**config.mk**
```make
export PLATFORM = sky130hd
export DESIGN_NAME = pcc_queue
export DESIGN_NICKNAME = d
export VERILOG_FILES = /design/src/sv/assert_macros.svh /design/src/sv/pcc_pkg.sv /design/src/sv/pcc_queue.sv
export SDC_FILE = /design/constraint.sdc
export NUM_CORES = 1
export LEC_CHECK = 0
export ABC_AREA = 1
export BUFFER_PORTS_ARGS = -buffer_cell sky130_fd_sc_hd__buf_4
export CAP_MARGIN = 20
export CELL_PAD_IN_SITES_DETAIL_PLACEMENT = 1
export CELL_PAD_IN_SITES_GLOBAL_PLACEMENT = 1
export CORE_UTILIZATION = 44
export DETAILED_ROUTE_END_ITERATION = 10
export PLACE_DENSITY = 0.88
export SYNTH_ARGS = -nofsm -noshare
export SYNTH_HDL_FRONTEND = slang
export SYNTH_SLANG_ARGS = --single-unit
```
**constraint.sdc**
```tcl
create_clock -name clk -period 3.87 [get_ports clk]
set_input_delay 0.774 -clock clk [delete_from_list [all_inputs] [get_ports clk]]
set_output_delay 0.774 -clock clk [all_outputs]
set_load 0.01 [all_outputs]
```
**src/sv/assert_macros.svh**
```systemverilog
`ifndef ASSERT_MACROS_SVH
`define ASSERT_MACROS_SVH

// same-cycle implication, sampled on clk, off while arst_n is low
`define PCC_ASSERT_NOW(label, ante, cons) \
	label: assert property (@(posedge clk) disable iff (!arst_n) (ante) |-> (cons)) \
		else $error("pcc check failed");

// next-cycle implication, sampled on clk, off while arst_n is low
`define PCC_ASSERT_NEXT(label, ante, cons) \
	label: assert property (@(posedge clk) disable iff (!arst_n) (ante) |=> (cons)) \
		else $error("pcc check failed");

`endif

```
**src/sv/pcc_pkg.sv**
```systemverilog
package pcc_pkg;

	// field and arithmetic widths
	localparam int COORD_W    = 20;
	localparam int DELTA_W    = COORD_W + 1;
	localparam int LEN_W      = 2 * DELTA_W;
	localparam int HALF_W     = LEN_W / 2;
	localparam int PROD_W     = 2 * LEN_W;
	localparam int THR_W      = 16;
	localparam int MIN_W      = 16;
	localparam int NUM_CHUNKS = PROD_W / HALF_W;
	localparam int CHUNK_W    = HALF_W + THR_W;

	// configuration port
	localparam int CFG_IDX_W  = 1;
	localparam int CFG_DATA_W = 16;
	localparam logic [CFG_IDX_W-1:0] REG_TURN_THRESHOLD     = 1'd0;
	localparam logic [CFG_IDX_W-1:0] REG_MIN_LENGTH_PRODUCT = 1'd1;
	localparam logic [THR_W-1:0] TURN_THRESHOLD_RESET     = 16'd716;
	localparam logic [MIN_W-1:0] MIN_LENGTH_PRODUCT_RESET = 16'd0;

	// queue between front and back
	localparam int QUEUE_DEPTH = 2;
	localparam int QPTR_W      = 1;
	localparam int QCNT_W      = 2;

	typedef struct packed {
		logic signed [COORD_W-1:0] point_x;
		logic signed [COORD_W-1:0] point_y;
		logic                      last_point;
	} pcc_in_t;

	typedef struct packed {
		logic consistent;
		logic saw_left_turn;
		logic saw_right_turn;
	} pcc_out_t;

	typedef struct packed {
		logic [THR_W-1:0] turn_threshold;
		logic [MIN_W-1:0] min_length_product;
	} pcc_cfg_t;

	// per-vertex control bits decided by the front
	typedef struct packed {
		logic do_turn;
		logic two_plus;
		logic last;
	} pcc_ctl_t;

	typedef struct packed {
		logic signed [DELTA_W-1:0] dx;
		logic signed [DELTA_W-1:0] dy;
		pcc_ctl_t                  ctl;
	} pcc_job_t;

endpackage

```
**src/sv/pcc_queue.sv**
```systemverilog
module pcc_queue (
	input  logic              clk,
	input  logic              arst_n,
	input  logic              push,
	input  pcc_pkg::pcc_job_t push_data,
	input  logic              pop,
	output pcc_pkg::pcc_job_t pop_data,
	output logic              full,
	output logic              empty
);
	import pcc_pkg::*;

	pcc_job_t            entries_q [QUEUE_DEPTH];
	logic [QPTR_W-1:0]   wr_ptr_q;
	logic [QPTR_W-1:0]   rd_ptr_q;
	logic [QCNT_W-1:0]   count_q;

	assign full     = count_q == QCNT_W'(QUEUE_DEPTH);
	assign empty    = count_q == '0;
	assign pop_data = entries_q[rd_ptr_q];

	// entry storage
	always_ff @(posedge clk) begin
		if (push) begin
			entries_q[wr_ptr_q] <= push_data;
		end
	end

	// pointers and fill count
	always_ff @(posedge clk or negedge arst_n) begin
		if (!arst_n) begin
			wr_ptr_q <= '0;
			rd_ptr_q <= '0;
			count_q  <= '0;
		end else begin
			if (push) begin
				wr_ptr_q <= wr_ptr_q + 1'b1;
			end
			if (pop) begin
				rd_ptr_q <= rd_ptr_q + 1'b1;
			end
			if (push && !pop) begin
				count_q <= count_q + 1'b1;
			end else if (pop && !push) begin
				count_q <= count_q - 1'b1;
			end
		end
	end

endmodule

```
==> results by group, run 1 <==
Clock network
  – H-tree levels: 3
  – Clk pin slew, worst setup/hold paths: 0.09 ns
  – Root Buffer: sky130_fd_sc_hd__clkbuf_8
  – Number of buffers inserted during clock tree synthesis: 9
  – TritonCTS clock tree: done
  – Clk_lat worst skew: 0.35 ns
  – Sinks on the clock net: 94
  – Setup fix buffers added after clock tree synthesis: 0
  – Number of buffers between clock root and the deepest sink: 2
  – Count of hold-fix buffers inserted at cts: 0
  – Post-cts gate resize count: 0

Floorplan
  – Die width: 93.1 µm
  – IO Pins: 96
  – Height of the die: 93.1 µm
  – Initial cell density of the core: 46.3%
  – Core Rows: 32
  – DIE AREA: 0.00867 mm²
  – Core box area: 0.00789 mm²

Power
  – Power per unit of standard cell area: 707 mW/mm²
  – Worst IR drop on VDD: 0.389 mV
  – Total leakage power: 1.89 nW

Drt
  – Met3 Wirelength: 371 µm
  – Routed via count: 1819
  – DR DRC count: 0
  – Initial DRC count: 93
  – Met2 WL: 3500 µm
  – DR pass1 iterations: 4
  – Uppermost metal layer occupied by signal nets: met4
  – Average vias per placed instance: 4.85
  – Detailed-route wire length on metal 1: 2840 µm
  – WL per Instance: 18.4 µm
  – Post-DRT Antenna Nets: 0
  – Drt total wl: 6890 µm

Logic synthesis
  – Sequential-to-total area share from yosys stat: 76.7%
  – Cell area after synthesis: 0.00365 mm²
  – Syn. warnings: 0
  – Avg Synthesized Cell Area: 22.1 µm²
  – Syn_nets: 215
  – Synthesized instance count: 165
  – #FFs+latches synth: 94
  – Yosys cell types: 14

Critical path
  – Series of cell instances along the critical path: buf_4, mux2_4, buf_4
  – Highest cell delay on the worst timing path: 0.81 ns
  – Critical Path Most Common Cell: sky130_fd_sc_hd__buf_4
  – Critical path startpoint category: flop
  – Critical path data arrival time: 2.04 ns
  – Kind of capture point of the worst setup path: primary output
  – Max stage delay cell, worst path: sky130_fd_sc_hd__dfrtp_2
  – Start point of the critical path: rd_ptr_q$_DFFE_PN0P_
  – Buffers & Inverters on Critical Path: 2
  – CP required: 3.10 ns
  – R2r startpoint: wr_ptr_q$_DFFE_PN0P_
  – Category of the critical setup timing path: flop to primary output
  – Maximum net fanout on the critical path: 23
  – Cell family with most CP delay: flip-flops

Final layout
  – Share of cells above drive strength 1: 59.0%
  – Synth-to-layout area growth: 27.4%
  – Nets: 319
  – Number of diodes: 0
  – Number of fill cells in the layout: 718

STA
  – Worst slew pin tran: 0.994 ns
  – Max Clock Skew: 0.00889 ns
  – Setup repair after global routing missed its margin: false
  – Max Transition Viols Final: 0
  – Post-layout min period: 2.81 ns
  – # setup viols final: 0
  – Final hold violation count: 0
  – Max-slew headroom at the worst pin: 33.6%
  – Sum of negative setup slack: 0 ns
  – Highest Clock Rate: 356 MHz
  – Setup WS post-layout: 1.06 ns
  – Period utilisation layout: 72.7%

Global route
  – Maximum number of pins on one net before global-route repair: 46
  – Wire length of the first global-routing pass: 10300 µm
  – Remaining Overflow, GRT: 0
  – Number of antenna violations at the first check in global routing: 0
  – Total GRT Usage: 16.8%
  – Via count of the first global-routing pass: 1978

Placed design
  – Post-detailed-placement half-perimeter wirelength: 4860 µm
  – Number of port buffers: 95
  – Placer's final routability congestion estimate: 0.683
  – Setup WS pre-CTS: 1.41 ns

Job
  – Max-cap violations: 0

Run status
  – Outcome: completed

Worst hold path
  – Class of the worst hold path: input pin to asynchronous set/reset pin
## power breakdown
part | switching [W] | internal (W) | total (W)
Sequential | 0.000129 | 0.00135 | 0.00148
Clock | 0.000338 | 0.000367 | 0.000705
Combinational | 0.000469 | 0.000630 | 0.00110
Total | 0.000936 | 0.00235 | 0.00329
## cell type report
| cell class | instances | area, µm² | share of cell area, % |
|---|---|---|---|
| Sequential cell | 94 | 2800 | 60.3 |
| Clock buffer | 9 | 124 | 2.66 |
| Clock inverter | 6 | 95.1 | 2.04 |
| Multi-Input combinational cell | 59 | 741 | 15.9 |
| Inverter | 7 | 26.3 | 0.565 |
| Timing Repair Buffer | 98 | 736 | 15.8 |
| Tap cell | 102 | 128 | 2.74 |
## synth_stat cells, drive strengths merged
cell    number  area [µm²]
buf          5        91.3
dfrtp        4         100
edfxtp      90        2700
ha           1        12.5
inv          7        26.3
mux2        45         653
nand2        5        18.8
nand3        1        5.00
nand4        1        6.26
nor2         3        11.3
xnor2        1        8.76
xor2         2        17.5
## per-stage QoR
stage          hold slack [ns]  utilization [%]  cell area [µm²]  std cells  power, W
2_1_floorplan            0.463                -             3650        165   0.00221
3_3_place_gp             0.479             56.2             4430        360   0.00257
3_5_place_dp             0.505             56.2             4430        360   0.00263
4_1_cts                  0.186             59.0             4650        375   0.00333
5_1_grt                  0.179             59.0             4650        375   0.00343
6_report                 0.201             59.0             4650        375   0.00329
## cells by family (layout without fill, tap and decap cells)
kind of cell,Yosys count,count (layout),synth area share (%)
xor+xnor,3,3,0.719
fa+ha+maj,1,1,0.342
simple gates,10,10,1.13
mux,45,45,17.9
buf+inv,12,120,3.22
flops,94,94,76.7
## metal layers
| layer | global-route usage [%] | vias up |
|---|---|---|
| met5 | 0 | - |
| li1 | - | 837 |
| met1 | 19.4 | 893 |
| met3 | 5.53 | 16 |
| met2 | 28.2 | 73 |
| met4 | 7.69 | 0 |
## worst register-to-register path, stage by stage, from the launching register on
cell                      delay (ns)
sky130_fd_sc_hd__dfrtp_1        0.44
sky130_fd_sc_hd__nor2_4         0.59
sky130_fd_sc_hd__buf_4          0.44
## state kept, by name (all words and copies together) (netlist names)
register and cells:
count_q 2, rd_ptr_q 1, entries_q 90, wr_ptr_q 1
## placed cells by master (no fill, tap or decap), drive strengths merged
master    instances
clkinvlp          2
mux2             45
nand4             1
buf              98
bufinv            2
edfxtp           90
nor2              3
xnor2             1
nand2             5
nand3             1
dfrtp             4
xor2              2
clkbuf            9
ha                1
inv               9
## final timing paths
kind                                               to  slack, ns  cells after the start
setup reg to reg           entries_q[0][43]$_DFFE_PP_       2.09                      2
max in group asynchronous        rd_ptr_q$_DFFE_PN0P_       3.55                      1
hold reg to reg                count_q[1]$_DFFE_PN0P_       0.52                      2
hold / removal                 count_q[1]$_DFFE_PN0P_       0.20                      1
min in group clk               count_q[1]$_DFFE_PN0P_       0.52                      2
setup / recovery                          pop_data[6]       1.06                      3
Power figures use the tool's default switching activity.
==> run 2: changes to the inputs <==
--- a/config.mk
+++ b/config.mk
@@ -5,14 +5,14 @@
 export SDC_FILE = /design/constraint.sdc
 export NUM_CORES = 1
 export LEC_CHECK = 0
-export ABC_AREA = 1
+export ABC_AREA = 0
 export BUFFER_PORTS_ARGS = -buffer_cell sky130_fd_sc_hd__buf_4
 export CAP_MARGIN = 20
 export CELL_PAD_IN_SITES_DETAIL_PLACEMENT = 1
 export CELL_PAD_IN_SITES_GLOBAL_PLACEMENT = 1
-export CORE_UTILIZATION = 44
+export CORE_UTILIZATION = 40
 export DETAILED_ROUTE_END_ITERATION = 10
-export PLACE_DENSITY = 0.88
+export PLACE_DENSITY = 0.84
 export SYNTH_ARGS = -nofsm -noshare
 export SYNTH_HDL_FRONTEND = slang
 export SYNTH_SLANG_ARGS = --single-unit
==> constraint.sdc (replaced) <==
create_clock -name clk -period 2.35 [get_ports clk]
set_input_delay 0.47 -clock clk [delete_from_list [all_inputs] [get_ports clk]]
set_output_delay 0.47 -clock clk [all_outputs]
set_load 0.01 [all_outputs]
==> results by group, run 2 <==
Drt
  – DR DRC count: 0 (unchanged)
  – Post-DRT Antenna Nets: 0 (unchanged)
  – Drt total wl: 6090 µm (-12%)
  – Average vias per placed instance: 4.61 (-4.9%)
  – Routed via count: 1729 (-4.9%)
  – WL per Instance: 16.2 µm (-12%)
  – DR pass1 iterations: 4 (unchanged)
  – Initial DRC count: 53 (-43%)

Critical path
  – Worst r2r dst: entries_q[0][0]$_DFFE_PP_
  – Start point of the critical path: rd_ptr_q$_DFFE_PN0P_
  – Series of cell instances along the critical path: buf_12, mux2_2, buf_4
  – Kind of capture point of the worst setup path: primary output
  – Critical path capture point: pop_data[44]
  – Max stage delay cell, worst path: sky130_fd_sc_hd__dfrtp_2
  – Category of the critical setup timing path: flop to primary output
  – Maximum net fanout on the critical path: 46 (+100%)
  – CP required: 1.88 ns (-1.22 ns)
  – Critical path data arrival time: 1.60 ns (-0.44 ns)
  – Critical path startpoint category: flop
  – Worst r2r path cells: 2 (unchanged)
  – R2r startpoint: wr_ptr_q$_DFFE_PN0P_
  – Reg2Reg Setup Slack: 1.09 ns (-1.00 ns)
  – Highest cell delay on the worst timing path: 0.38 ns (-0.43 ns)

Final layout
  – Synth-to-layout area growth: 29.2%
  – Most frequent cells in the layout: sky130_fd_sc_hd__buf_4, sky130_fd_sc_hd__edfxtp_1, sky130_fd_sc_hd__mux2_4, sky130_fd_sc_hd__clkbuf_8, sky130_fd_sc_hd__mux2_2
  – Most common cell after layout, fill and taps aside: sky130_fd_sc_hd__buf_4
  – Register ranked first by flip-flop count: entries_q
  – Registers with the most flip-flops: entries_q x90, count_q x2
  – Number of diodes: 0 (unchanged)
  – Largest register FFs: 90 (unchanged)
  – Share of cells above drive strength 1: 59.9% (+0.95 points)
  – Nets: 312 (-2.2%)

Logic synthesis
  – Syn_nets: 206 (-4.2%)
  – Sequential-to-total area share from yosys stat: 77.1% (+0.42 points)
  – Area share of the largest cell type after synthesis: 74.4% (+0.41 points)
  – Most common library cells after synthesis: sky130_fd_sc_hd__edfxtp_1, sky130_fd_sc_hd__mux2_4, sky130_fd_sc_hd__mux2_2
  – Synth area leaders: sky130_fd_sc_hd__edfxtp_1, sky130_fd_sc_hd__mux2_4, sky130_fd_sc_hd__dfrtp_1
  – Avg Synthesized Cell Area: 23.3 µm² (+5.2%)
  – Prevailing post-synth register cell: sky130_fd_sc_hd__edfxtp_1
  – Cell taking the most area after synthesis: sky130_fd_sc_hd__edfxtp_1
  – Async S/R FF share, synth: 4.26% (unchanged)
  – Cell area after synthesis: 0.00363 mm² (-0.55%)
  – Yosys cell types: 13 (-1)
  – Top-count cell post-synth: sky130_fd_sc_hd__edfxtp_1
  – Synthesized instance count: 156 (-5.5%)
  – Count of flip-flops with a built-in enable after synthesis: 90 (unchanged)
  – Syn. warnings: 0 (unchanged)
  – #FFs+latches synth: 94 (unchanged)

Placed design
  – Placer's final routability congestion estimate: 0.653 (-4.3%)
  – Setup WS pre-CTS: 0.660 ns (-0.747 ns)
  – Number of port buffers: 95 (unchanged)
  – Post-detailed-placement half-perimeter wirelength: 3900 µm (-20%)

STA
  – Highest Clock Rate: 483 MHz
  – Setup WS post-layout: 0.281 ns (-0.777 ns)
  – Worst slew pin tran: 0.392 ns (-0.602 ns)
  – Period utilisation layout: 88.1%
  – Final hold violation count: 0 (unchanged)
  – Post-layout min period: 2.07 ns
  – Setup repair after global routing missed its margin: false
  – Sum of negative setup slack: 0 ns (unchanged)
  – Max Transition Viols Final: 0 (unchanged)
  – Max Clock Skew: 0.00968 ns (+0.000791 ns)
  – # setup viols final: 0 (unchanged)
  – Max-slew headroom at the worst pin: 73.9% (+40 points)

Power
  – Post-layout total power: 0.00546 W (+66%)
  – Sequential Power Share: 42.7% (-2.4 points)
  – Proportion of power drawn by combinational gates: 34.8% (+1.4 points)
  – Power per unit of standard cell area: 1160 mW/mm² (+64%)
  – Net switching fraction of the power: 26.5% (-2.0 points)
  – Total leakage power: 1.89 nW (+0.10%)
  – Worst IR drop on VDD: 0.646 mV (+66%)
  – Internal power of the cells: 0.00401 W (+71%)
  – Fraction of power consumed by the clock network: 22.5% (+1.0 points)
  – Switching pwr: 0.00144 W (+54%)

Clock network
  – Number of buffers between clock root and the deepest sink: 2 (unchanged)
  – H-tree levels: 3 (unchanged)
  – Clk pin slew, worst setup/hold paths: 0.09 ns (about the same)
  – Sinks on the clock net: 94 (unchanged)
  – Post-cts gate resize count: 0 (unchanged)
  – Count of hold-fix buffers inserted at cts: 1 (+1)
  – TritonCTS clock tree: done
  – Clk_lat worst skew: 0.35 ns (about the same)
  – Root Buffer: sky130_fd_sc_hd__clkbuf_8
  – Number of buffers inserted during clock tree synthesis: 9 (unchanged)
  – Setup fix buffers added after clock tree synthesis: 0 (unchanged)

Worst hold path
  – Class of the worst hold path: input pin to flop

Global route
  – Number of antenna violations at the first check in global routing: 0 (unchanged)
  – Via count of the first global-routing pass: 1860 (-6.0%)
  – Total GRT Usage: 13.3% (-3.4 points)
  – Wire length of the first global-routing pass: 9430 µm (-8.7%)
  – Maximum number of pins on one net before global-route repair: 47 (+2.2%)
  – Remaining Overflow, GRT: 0 (unchanged)

Run status
  – Outcome: completed

Floorplan
  – Core Rows: 34 (+6.3%)
  – Height of the die: 97.3 µm (+4.5%)
  – Die width: 97.3 µm (+4.5%)
  – DIE AREA: 0.00947 mm² (+9.2%)
  – Initial cell density of the core: 41.5% (-4.9 points)
  – IO Pins: 96 (unchanged)
  – Core box area: 0.00876 mm² (+11%)

Job
  – Max-cap violations: 0 (unchanged)
==> run 2: cell types whose count changed after synthesis, moves of 2 or more <==
| cell | before | now |
|---|---|---|
| sky130_fd_sc_hd__inv_1 | 7 | 1 |
| sky130_fd_sc_hd__xor2_1 | 2 | 4 |
| sky130_fd_sc_hd__nand2_1 | 5 | 0 |
| sky130_fd_sc_hd__nor2b_1 | 0 | 2 |
==> run 2: per-layer routing <==
| metal | wire, µm | track usage [%] |
|---|---|---|
| met1 | 2500 | 15.3 |
| met2 | 3170 | 22.7 |
| met3 | 330 | 4.24 |
| met4 | 88 | 6.11 |
| met5 | 0 | 0 |
==> run 2: cell families (layout without fill, tap and decap cells) <==
kind of cell	after synthesis	count (layout)	synth area share, %
xor gates and xnor gates	5	5	1.21
adders and majority gates	1	1	0.344
buffers and inverters	6	117	2.62
DFF	94	94	77.1
muxes	45	45	18.0
and+or+nand+nor	5	5	0.723
==> run 2: final cells by class <==
class | instances | area, µm²
multi-input cells | 56 | 744
flip-flops and latches | 94 | 2800
well taps | 108 | 135
inverters | 1 | 3.75
clock inverters | 4 | 95.1
clock buffers | 12 | 135
repair buffers | 100 | 778
fillers | 816 | 4070
==> run 2: power groups by stage <==
stage / logic, W / registers [W] / clock network, W
global route: 0.00202 / 0.00237 / 0.00132
finish: 0.00190 / 0.00233 / 0.00122
global placement: 0.00192 / 0.00235 / 0
floorplan: 0.00129 / 0.00235 / 0
CTS: 0.00195 / 0.00234 / 0.00126
detailed placement: 0.00195 / 0.00238 / 0
==> run 2: worst min-delay path by stage <==
stage                     cells past startpoint                          to           from
after floorplan                               0      count_q[0]$_DFFE_PN0P_         arst_n
after global placement                        1      count_q[0]$_DFFE_PN0P_         arst_n
after detailed placement                      1      count_q[1]$_DFFE_PN0P_         arst_n
after CTS                                     1  entries_q[0][32]$_DFFE_PP_  push_data[32]
after global routing                          1  entries_q[1][32]$_DFFE_PP_  push_data[32]
final                                         1  entries_q[1][32]$_DFFE_PP_  push_data[32]
==> run 2: through the flow <==
step / std cells / hold slack, ns / area, µm² / util, %
after floorplan: 156 / 0.174 / 3640 / -
after global placement: 358 / 0.268 / 4460 / 50.8
after detailed placement: 358 / 0.272 / 4460 / 50.8
after CTS: 375 / 0.278 / 4700 / 53.6
after global routing: 375 / 0.274 / 4700 / 53.6
final: 375 / 0.300 / 4700 / 53.6
==> run 2: worst max-delay path: cells and delay by family, from the launching register on <==
family / cells / cell delay [ns]
mux: 1 / 0.38
flops: 1 / 0.38
buf+inv: 2 / 0.43
