==> src/sv/assert_macros.svh <==
`ifndef ASSERT_MACROS_SVH
`define ASSERT_MACROS_SVH

// same-cycle implication, sampled on clk, off while arst_n is low
`define PCC_ASSERT_NOW(label, ante, cons) \
	label: assert property (@(posedge clk) disable iff (!arst_n) (ante) |-> (cons)) \
		else $error("pcc check failed");

// next-cycle implication, sampled on clk, off while arst_n is low
`define PCC_ASSERT_NEXT(label, ante, cons) \
	label: assert property (@(posedge clk) disable iff (!arst_n) (ante) |=> (cons)) \
		else $error("pcc check failed");

`endif

==> src/sv/pcc_pkg.sv <==
package pcc_pkg;

	// field and arithmetic widths
	localparam int COORD_W    = 20;
	localparam int DELTA_W    = COORD_W + 1;
	localparam int LEN_W      = 2 * DELTA_W;
	localparam int HALF_W     = LEN_W / 2;
	localparam int PROD_W     = 2 * LEN_W;
	localparam int THR_W      = 16;
	localparam int MIN_W      = 16;
	localparam int NUM_CHUNKS = PROD_W / HALF_W;
	localparam int CHUNK_W    = HALF_W + THR_W;

	// configuration port
	localparam int CFG_IDX_W  = 1;
	localparam int CFG_DATA_W = 16;
	localparam logic [CFG_IDX_W-1:0] REG_TURN_THRESHOLD     = 1'd0;
	localparam logic [CFG_IDX_W-1:0] REG_MIN_LENGTH_PRODUCT = 1'd1;
	localparam logic [THR_W-1:0] TURN_THRESHOLD_RESET     = 16'd716;
	localparam logic [MIN_W-1:0] MIN_LENGTH_PRODUCT_RESET = 16'd0;

	// queue between front and back
	localparam int QUEUE_DEPTH = 2;
	localparam int QPTR_W      = 1;
	localparam int QCNT_W      = 2;

	typedef struct packed {
		logic signed [COORD_W-1:0] point_x;
		logic signed [COORD_W-1:0] point_y;
		logic                      last_point;
	} pcc_in_t;

	typedef struct packed {
		logic consistent;
		logic saw_left_turn;
		logic saw_right_turn;
	} pcc_out_t;

	typedef struct packed {
		logic [THR_W-1:0] turn_threshold;
		logic [MIN_W-1:0] min_length_product;
	} pcc_cfg_t;

	// per-vertex control bits decided by the front
	typedef struct packed {
		logic do_turn;
		logic two_plus;
		logic last;
	} pcc_ctl_t;

	typedef struct packed {
		logic signed [DELTA_W-1:0] dx;
		logic signed [DELTA_W-1:0] dy;
		pcc_ctl_t                  ctl;
	} pcc_job_t;

endpackage

==> src/sv/pcc_front.sv <==
module pcc_front (
	input  logic              clk,
	input  logic              arst_n,
	input  logic              point_valid,
	output logic              point_stall,
	input  pcc_pkg::pcc_in_t  point,
	input  logic              queue_full,
	output logic              push,
	output pcc_pkg::pcc_job_t job
);
	import pcc_pkg::*;

	logic signed [COORD_W-1:0] prev_x_q;
	logic signed [COORD_W-1:0] prev_y_q;
	logic [1:0]                count_q;

	assign point_stall = queue_full;
	assign push        = point_valid && !queue_full;

	// segment from the previous vertex and its classification
	always_comb begin
		job.dx = DELTA_W'(point.point_x) - DELTA_W'(prev_x_q);
		job.dy = DELTA_W'(point.point_y) - DELTA_W'(prev_y_q);
		job.ctl.do_turn  = count_q[1];
		job.ctl.two_plus = count_q != 2'd0;
		job.ctl.last     = point.last_point;
	end

	// previous vertex and saturating vertex count
	always_ff @(posedge clk or negedge arst_n) begin
		if (!arst_n) begin
			prev_x_q <= '0;
			prev_y_q <= '0;
			count_q  <= '0;
		end else if (push) begin
			prev_x_q <= point.point_x;
			prev_y_q <= point.point_y;
			if (point.last_point) begin
				count_q <= '0;
			end else if (count_q != 2'd3) begin
				count_q <= count_q + 2'd1;
			end
		end
	end

endmodule

==> config.mk <==
export PLATFORM = sky130hd
export DESIGN_NAME = pcc_front
export DESIGN_NICKNAME = d
export VERILOG_FILES = /design/src/sv/assert_macros.svh /design/src/sv/pcc_pkg.sv /design/src/sv/pcc_front.sv
export SDC_FILE = /design/constraint.sdc
export NUM_CORES = 1
export LEC_CHECK = 0
export ABC_CLOCK_PERIOD_IN_PS = 6900
export BUFFER_PORTS_ARGS = -buffer_cell sky130_fd_sc_hd__buf_2
export CAP_MARGIN = 20
export CORE_MARGIN = 2
export CORE_UTILIZATION = 45
export DETAILED_ROUTE_END_ITERATION = 8
export GPL_ROUTABILITY_DRIVEN = 0
export PLACE_DENSITY = 0.71
export SKIP_CTS_REPAIR_TIMING = 1
export SYNTH_ARGS = -nofsm -noshare
export SYNTH_HDL_FRONTEND = slang
export SYNTH_SLANG_ARGS = --single-unit
==> constraint.sdc <==
create_clock -name clk -period 6.9 [get_ports clk]
set_input_delay 1.38 -clock clk [delete_from_list [all_inputs] [get_ports clk]]
set_output_delay 1.38 -clock clk [all_outputs]
set_load 0.01 [all_outputs]
==> impl_metrics.json, run 1 <==
{
  "vias_per_cell": 5.35,
  "min_path_type": "flop to flop",
  "cts-root-buf": "clkbuf_8",
  "wl_met1_mm": 3.93,
  "tritoncts": "built",
  "wl_met3_um": 468,
  "synth.distinct_cells": 52,
  "netlist_area_mm2": 0.00375,
  "power.leakage_nw": 2.14,
  "synth_top_area_share_pct": 28.0,
  "finClkSkew_ns": 0.000186,
  "wl_mm": 8.58,
  "rsz0062_at_grt": "false",
  "yosysMostFrequentCell": "nand2_1",
  "fmax_mhz": 203,
  "wl_per_cell_um": 12.9,
  "crit_arrival_ns": 3.55,
  "dp_slack_ns": 1.92,
  "vdd_drop_max_mv": 0.118,
  "num_vias": 3567,
  "synth_cells": 479,
  "antenna_found_initial": 0,
  "netlist_top_cells_count": "64 x nand2_1, 60 x inv_1, 56 x o21ai_0",
  "cp-start-kind": "input port",
  "grt_first_pass_wirelength_mm": 14.3,
  "powerDensity_mw_per_mm2": 232,
  "setup_violations": 0,
  "timing.slew.headroom_pct": 53.5,
  "route.detailed.drc": 0,
  "final_nets": 651,
  "grt_max_degree": 82,
  "grt_pass1_vias": 3302,
  "finalHoldViolCount": 0,
  "drive_gt1_share_pct": 19.6,
  "start_util_pct": 46.1,
  "antenna_cells": 0,
  "fin_util_pct": 53.7,
  "pin_count": 92,
  "async_flop_share_pct": 100,
  "avgSynthCellArea_um2": 7.83,
  "period_share_pct": 71.5,
  "portBuffers": 91,
  "wl_met2_mm": 4.09,
  "worst-slew-pin-transition_ns": 0.698,
  "core_mm2": 0.00813,
  "cp_slowest_cell": "fa_1",
  "drv_slew": 0,
  "chipHeight_um": 95.3,
  "outcome": "finished, final reports clean",
  "cp_common_cell": "buf_2",
  "end_kind": "output pin",
  "clkTransAtPathRegs_ns": 0.08,
  "worstPathMaxFanout": 5,
  "required_ns": 5.52,
  "synth_nets": 568,
  "die_x_um": 95.3,
  "htreeDepth": 2,
  "synth_edf_count": 0,
  "insertion_delay_ns": 0.28,
  "synth_top_area_cell": "dfrtp_1",
  "setup_tns_ns": 0,
  "fp-row-count": 33,
  "synthTopCellsByArea": "dfrtp_1 28%, ha_1 14%, o21ai_0 7.5%",
  "synth-seq-cells": 42,
  "cts.sinks": 42,
  "max_stage_delay_ns": 0.42,
  "fin_ws_ns": 1.97,
  "critical_path_class": "input port to output pin",
  "yosys_warnings": 0,
  "yosysSeqAreaShare_pct": 28.0,
  "highest_layer": "met4",
  "area_growth_pct": 16.5,
  "dr.pass1.iters": 5,
  "clock_path_buffers": 2,
  "maxCapViolations": 0,
  "cts_buffers": 5,
  "grt_usage_pct": 19.5,
  "drt_iter0_drc": 133,
  "synthFlopType": "dfrtp_1",
  "overflow": 0,
  "path_cells": "buf_2 > inv_1 > ha_1 > fa_1 > nor2b_1 > o31a_1 > nor4_2 > o21ai_1 > nor3_1 > a311oi_1 > buf_2",
  "dp_hpwl_mm": 6.60,
  "dieArea_mm2": 0.00908,
  "min_period_ns": 4.93,
  "ant_nets": 0
}
==> kinds of logic after synthesis <==
| family | count (synthesis) | share of synthesized area (%) |
|---|---|---|
| compound gates | 149 | 24.5 |
| xor+xnor | 30 | 7.00 |
| fa+ha+maj | 44 | 15.1 |
| buf+inv | 77 | 8.11 |
| flops | 42 | 28.0 |
| mux | 2 | 0.600 |
| simple gates | 135 | 16.6 |
==> through the flow <==
stage	total power, mW	std cells	hold slack, ns	instance area [µm²]
after global placement	0.848	659	0.484	4270
final	1.01	667	0.520	4370
after global routing	1.11	667	0.537	4370
after detailed placement	0.861	659	0.506	4270
after CTS	1.02	666	0.525	4350
after floorplan	0.686	479	0.464	3750
==> routing by layer <==
layer / vias to the layer above / global-route usage [%]
met5: - / 0
met4: 0 / 5.19
met3: 8 / 2.85
met2: 103 / 34.9
met1: 1645 / 24.3
li1: 1811 / -
==> critical path, delay by kind of cell <==
kind | cells | cell delay [ns]
AO/OA/AOI/OAI | 3 | 0.87
AND/OR/NAND/NOR | 3 | 0.34
buffers and inverters | 3 | 0.31
adder cells (fa/ha/maj) | 2 | 0.66
==> state kept, by name, summed over array words and instances (netlist names) <==
register and cells:
count_q 2, prev_x_q 20, prev_y_q 20
==> cell type report <==
type                       count  area (µm²)
tap                          105         131
sequential                    42        1050
inverter                      60         225
clock buffer                   7        76.3
timing repair buffer          93         483
fill                         795        3760
multi-input combinational    360        2400
==> report_power, final <==
| part | switching, mW | internal, mW |
|---|---|---|
| clock network | 0.0846 | 0.0699 |
| registers | 0.0116 | 0.278 |
| logic | 0.327 | 0.243 |
| total | 0.423 | 0.591 |
==> cells in the final DEF, fill, tap and decap left out, types with 3 or more instances in the layout <==
| cell type | instances |
|---|---|
| and3_1 | 3 |
| nor2b_1 | 9 |
| ha_1 | 42 |
| nand2_1 | 64 |
| nor2_1 | 22 |
| xor2_1 | 8 |
| clkbuf_8 | 5 |
| a21oi_1 | 38 |
| nand3_1 | 7 |
| dfrtp_1 | 42 |
| xnor2_1 | 22 |
| o31ai_1 | 3 |
| nand4_1 | 3 |
| o21ai_1 | 5 |
| inv_1 | 60 |
| nor3_1 | 9 |
| o21ai_0 | 56 |
| buf_2 | 91 |
| o31a_1 | 3 |
| o2111ai_1 | 3 |
| nand2b_1 | 11 |
| o21a_1 | 6 |
| o211ai_1 | 3 |
| a31oi_1 | 5 |
| a21o_1 | 4 |
==> path summary, 6_finish.rpt <==
kind	startpoint	end	slack [ns]	cells past startpoint
worst min-delay path	prev_x_q[0]$_DFFE_PN0P_	prev_x_q[0]$_DFFE_PN0P_	0.52	1
worst min register to register	prev_x_q[0]$_DFFE_PN0P_	prev_x_q[0]$_DFFE_PN0P_	0.52	1
min in group asynchronous	arst_n	prev_x_q[5]$_DFFE_PN0P_	0.95	1
worst max-delay path	point[1]	job[19]	1.97	11
max in group asynchronous	arst_n	count_q[1]$_DFFE_PN0P_	5.48	2
worst max register to register	count_q[1]$_DFFE_PN0P_	count_q[1]$_DFFE_PN0P_	5.72	4
Note: power is estimated with default switching activity, not from simulation.
==> run 2: changes to the inputs <==
Settings changed: ABC_CLOCK_PERIOD_IN_PS 6900 to 4600.
Clock period 6.9 ns to 4.6 ns, I/O delays scaled along.
==> run 2 against run 1 <==
Combinational power rose by 49%. Sequential share of layout area fell by 0.16 points. Worst hold slack got worse by 0.022 ns. Die area did not move. Clock power rose by 90%. Wire length fell by 1.4%. Count of clock-buffer cells in the layout did not move. Power rose by 56%. Cell count rose by 0.15%. Critical path type unchanged. Largest power group unchanged.
==> impl_metrics.json, run 2 (synthesis results as in run 1) <==
{
  "fillerInstances": 808,
  "top_regs": "prev_x_q: 20 flops, prev_y_q: 20 flops, count_q: 2 flops",
  "p_total_mw": 1.58,
  "critical_path_class": "input port to output pin",
  "multi_input_area_mm2": 0.00240,
  "required_ns": 3.68,
  "power.share.switching_pct": 40.2,
  "min_period_ns": 3.94,
  "layout_common_cells": "91 x buf_2, 64 x nand2_1, 60 x inv_1",
  "max_stage_delay_ns": 0.41,
  "area_growth_pct": 17.3,
  "pwr-share-comb_pct": 53.8,
  "finClkSkew_ns": 0.000156,
  "fmax_mhz": 254,
  "cts.sinks": 42,
  "fin_util_pct": 54.1,
  "cp_slowest_cell": "fa_1",
  "tritoncts": "built",
  "reg2regPathDepth": 4,
  "htreeDepth": 2,
  "p_int_mw": 0.944,
  "final_common_cell": "buf_2",
  "antenna_cells": 0,
  "grt_usage_pct": 19.6,
  "core_mm2": 0.00813,
  "p_sw_mw": 0.636,
  "fin_worst_hold_slack_ns": 0.498,
  "r2r-start": "count_q[1]$_DFFE_PN0P_",
  "dieArea_mm2": 0.00908,
  "grt_first_pass_wirelength_mm": 14.5,
  "timing.slew.headroom_pct": 55.0,
  "ant_nets": 0,
  "finalHoldViolCount": 0,
  "maxCapViolations": 0,
  "portBuffers": 91,
  "setup_violations": 0,
  "rsz0062_at_grt": "false",
  "num_vias": 3488,
  "die_x_um": 95.3,
  "grt_max_degree": 82,
  "cp_common_cell": "buf_2",
  "wl_per_cell_um": 12.7,
  "antenna_found_initial": 0,
  "insertion_delay_ns": 0.29,
  "chipHeight_um": 95.3,
  "grt_pass1_vias": 3384,
  "vias_per_cell": 5.22,
  "dp_hpwl_mm": 6.50,
  "end_kind": "output pin",
  "cts_buffers": 5,
  "worstPathMaxFanout": 5,
  "startpoint": "point[1]",
  "r2r_setup_slack_ns": 3.45,
  "drt_iter0_drc": 91,
  "period_share_pct": 85.6,
  "cp-start-kind": "input port",
  "start_util_pct": 46.1,
  "worst-slew-pin-transition_ns": 0.675,
  "drive_gt1_share_pct": 19.7,
  "ff_latch_area_mm2": 0.00105,
  "dr.pass1.iters": 4,
  "p_clk_share_pct": 18.7,
  "drv_slew": 0,
  "powerDensity_mw_per_mm2": 359,
  "wl_mm": 8.46,
  "setup_tns_ns": 0,
  "clock_path_buffers": 2,
  "path_cells": "buf_2 > inv_1 > ha_1 > fa_1 > nor2b_1 > o31a_1 > nor4_2 > o21ai_1 > nand3_1 > a32o_1 > buf_2",
  "route.detailed.drc": 0,
  "final_nets": 651,
  "crit_buf_inv": 3,
  "crit_arrival_ns": 3.02,
  "outcome": "finished, final reports clean",
  "clkTransAtPathRegs_ns": 0.09,
  "pwr-share-seq_pct": 27.5,
  "power.leakage_nw": 2.15,
  "fp-row-count": 33,
  "critical-path-top-delay-family": "compound AO/OA/AOI/OAI gates",
  "min_path_type": "input port to asynchronous set/reset pin",
  "path_depth": 11,
  "cts-root-buf": "clkbuf_8",
  "overflow": 0,
  "pin_count": 92,
  "r2r_end": "count_q[1]$_DFFE_PN0P_",
  "vdd_drop_max_mv": 0.146
}
[run 2: cell type report]
type	count	area share, %
multi-input combinational	360	54.6
sequential	42	23.9
timing repair buffer	93	11.0
inverter	60	5.12
tap	105	2.99
clock buffer	7	1.73
clock inverter	1	0.682
[run 2: power by group through the flow]
stage	sequential, mW	combinational [mW]	clock (mW)
4_1_cts	0.435	0.853	0.310
3_5_place_dp	0.442	0.847	0
3_3_place_gp	0.440	0.832	0
2_1_floorplan	0.438	0.592	0
6_report	0.434	0.850	0.295
5_1_grt	0.440	0.960	0.327
[run 2: stage by stage]
stage               worst slack, ns  cells  area (µm²)
CTS                           0.643    667        4380
detailed placement            0.637    659        4270
finish                        0.660    668        4400
global placement              0.678    659        4270
global route                  0.438    668        4400
floorplan                     0.961    479        3750
[run 2: per-layer routing]
| layer | GRT usage, % | part of all wire [%] | wire length [µm] | vias to the layer above |
|---|---|---|---|---|
| met5 | 0 | 0 | 0 | - |
| met4 | 5.31 | 0.74 | 63 | 0 |
| met3 | 3.24 | 4.7 | 395 | 4 |
| met2 | 34.9 | 49 | 4150 | 72 |
| met1 | 24.4 | 45 | 3850 | 1595 |
| li1 | - | - | - | 1817 |
[run 2: how the worst max path moves through the flow]
stage                    to  slack (ns)
CTS                 job[23]        0.64
global placement    job[23]        0.68
floorplan           job[19]        0.96
global route        job[19]        0.44
finish              job[23]        0.66
detailed placement  job[23]        0.64
==> run 3: changes to the inputs <==
Settings changed: CORE_MARGIN 2 to not set, CTS_CLUSTER_SIZE set to 16, SLEW_MARGIN set to 40.
==> run 3 against run 2 <==
Worst hold slack better by 0.024 ns. Combinational power about the same. Worst setup slack worse by 0.028 ns. Sequential cell count unchanged. Clock power down 22%. Sequential share of layout area up 0.27 points. Critical path depth unchanged. Critical endpoint unchanged.
==> impl_metrics.json, run 3 (synthesis results as in run 1) <==
{
  "outcome": "finished, final reports clean",
  "tritoncts": "built",
  "rsz0062_at_grt": "false",
  "start_util_pct": 47.6,
  "antenna_cells": 0,
  "ant_nets": 0,
  "core_mm2": 0.00789,
  "htreeDepth": 2,
  "route.detailed.drc": 0,
  "dp_hpwl_mm": 6.49,
  "min_period_ns": 3.97,
  "p_total_mw": 1.51,
  "portBuffers": 91,
  "vdd_drop_max_mv": 0.181,
  "cts-root-buf": "clkbuf_8",
  "crit_arrival_ns": 3.05,
  "dieArea_mm2": 0.00870,
  "grt_pass1_vias": 3206,
  "top_regs": "prev_x_q: 20 flops, prev_y_q: 20 flops, count_q: 2 flops",
  "end_kind": "output pin",
  "drive_gt1_share_pct": 19.8,
  "fmax_mhz": 252,
  "critical_path_class": "input port to output pin",
  "dp_slack_ns": 0.632,
  "dpl-instance-area_mm2": 0.00427,
  "layout_common_cells": "90 x buf_2, 64 x nand2_1, 60 x inv_1",
  "top_usage_layer": "met2",
  "drv_slew": 0,
  "grtUsageMet3_pct": 2.93,
  "dr.pass1.iters": 4,
  "power.leakage_nw": 2.14,
  "worstPathMaxFanout": 5,
  "pin_count": 92,
  "grt_max_degree": 82,
  "reg2regPathDepth": 4,
  "fillerInstances": 737,
  "chipHeight_um": 93.3,
  "wl_mm": 8.38,
  "r2r_setup_slack_ns": 3.44,
  "drt_iter0_drc": 171,
  "vias_per_cell": 5.29,
  "final_common_cell": "buf_2",
  "wl_per_cell_um": 12.6,
  "setup_tns_ns": 0,
  "grt_usage_pct": 20.0,
  "num_vias": 3504,
  "finClkSkew_ns": 0.0000966,
  "worst-slew-pin-transition_ns": 0.708,
  "fp-row-count": 32,
  "fin_util_pct": 55.2,
  "required_ns": 3.68,
  "area_growth_pct": 16.0,
  "met2_usage_pct": 33.9,
  "min_path_type": "flop to flop",
  "cts_buffers": 5,
  "timing.slew.headroom_pct": 52.8,
  "powerDensity_mw_per_mm2": 347,
  "fin_ws_ns": 0.632,
  "setup_violations": 0,
  "final_nets": 650,
  "die_x_um": 93.3,
  "fin_worst_hold_slack_ns": 0.522,
  "clkTransAtPathRegs_ns": 0.08,
  "overflow": 0,
  "clock_path_buffers": 2,
  "finalHoldViolCount": 0,
  "cts.sinks": 42,
  "cp-start-kind": "input port",
  "period_share_pct": 86.3,
  "r2r-start": "count_q[1]$_DFFE_PN0P_",
  "insertion_delay_ns": 0.28,
  "maxCapViolations": 0,
  "startpoint": "point[1]",
  "r2r_end": "count_q[1]$_DFFE_PN0P_",
  "ff_latch_area_mm2": 0.00105,
  "multi_input_area_mm2": 0.00240,
  "antenna_found_initial": 0,
  "grt_first_pass_wirelength_mm": 14.2,
  "crit_end": "job[23]",
  "place_inst": 656,
  "use_met1_pct": 26.8,
  "final_area_mm2": 0.00435,
  "fin_cells": 663
}
## run 3: changes by cell type in the layout (fill, tap and decap cells not counted), sizes merged
cell	change
clkbuf	-2
clkinv	+2
buf	-1
bufinv	-1
## run 3: how the worst min path moves through the flow
stage                                       start  cells after the start                 endpoint  slack [ns]
after floorplan            count_q[0]$_DFFE_PN0P_                      2   count_q[0]$_DFFE_PN0P_        0.46
after detailed placement   count_q[0]$_DFFE_PN0P_                      2   count_q[0]$_DFFE_PN0P_        0.50
after global placement     count_q[0]$_DFFE_PN0P_                      2   count_q[0]$_DFFE_PN0P_        0.49
final                     prev_x_q[0]$_DFFE_PN0P_                      1  prev_x_q[0]$_DFFE_PN0P_        0.52
after global routing      prev_x_q[0]$_DFFE_PN0P_                      1  prev_x_q[0]$_DFFE_PN0P_        0.54
after CTS                  count_q[0]$_DFFE_PN0P_                      2   count_q[0]$_DFFE_PN0P_        0.52
## run 3: report_power, final
group | internal (mW) | switching, mW
logic | 0.362 | 0.487
registers | 0.417 | 0.0165
clock network | 0.102 | 0.126
## run 3: area by class of cell
| class | count | share of cell area [%] |
|---|---|---|
| clock inverter | 2 | 0.230 |
| tap | 102 | 2.93 |
| multi-input combinational | 360 | 55.2 |
| sequential | 42 | 24.2 |
| clock buffer | 5 | 1.58 |
| inverter | 60 | 5.18 |
| timing repair buffer | 92 | 10.7 |
## run 3: critical path: stages
cell and delay, ns:
buf_2 0.09, inv_1 0.04, ha_1 0.24, fa_1 0.43
nor2b_1 0.16, o31a_1 0.22, nor4_2 0.06, o21ai_1 0.35
nand3_1 0.13, a32o_1 0.27, buf_2 0.13
## run 3: metal layers
metal  up-vias  wire, µm
met2        87      3920
li1       1806         -
met3         8       426
met1      1603      3980
met5         -         0
met4         0        54
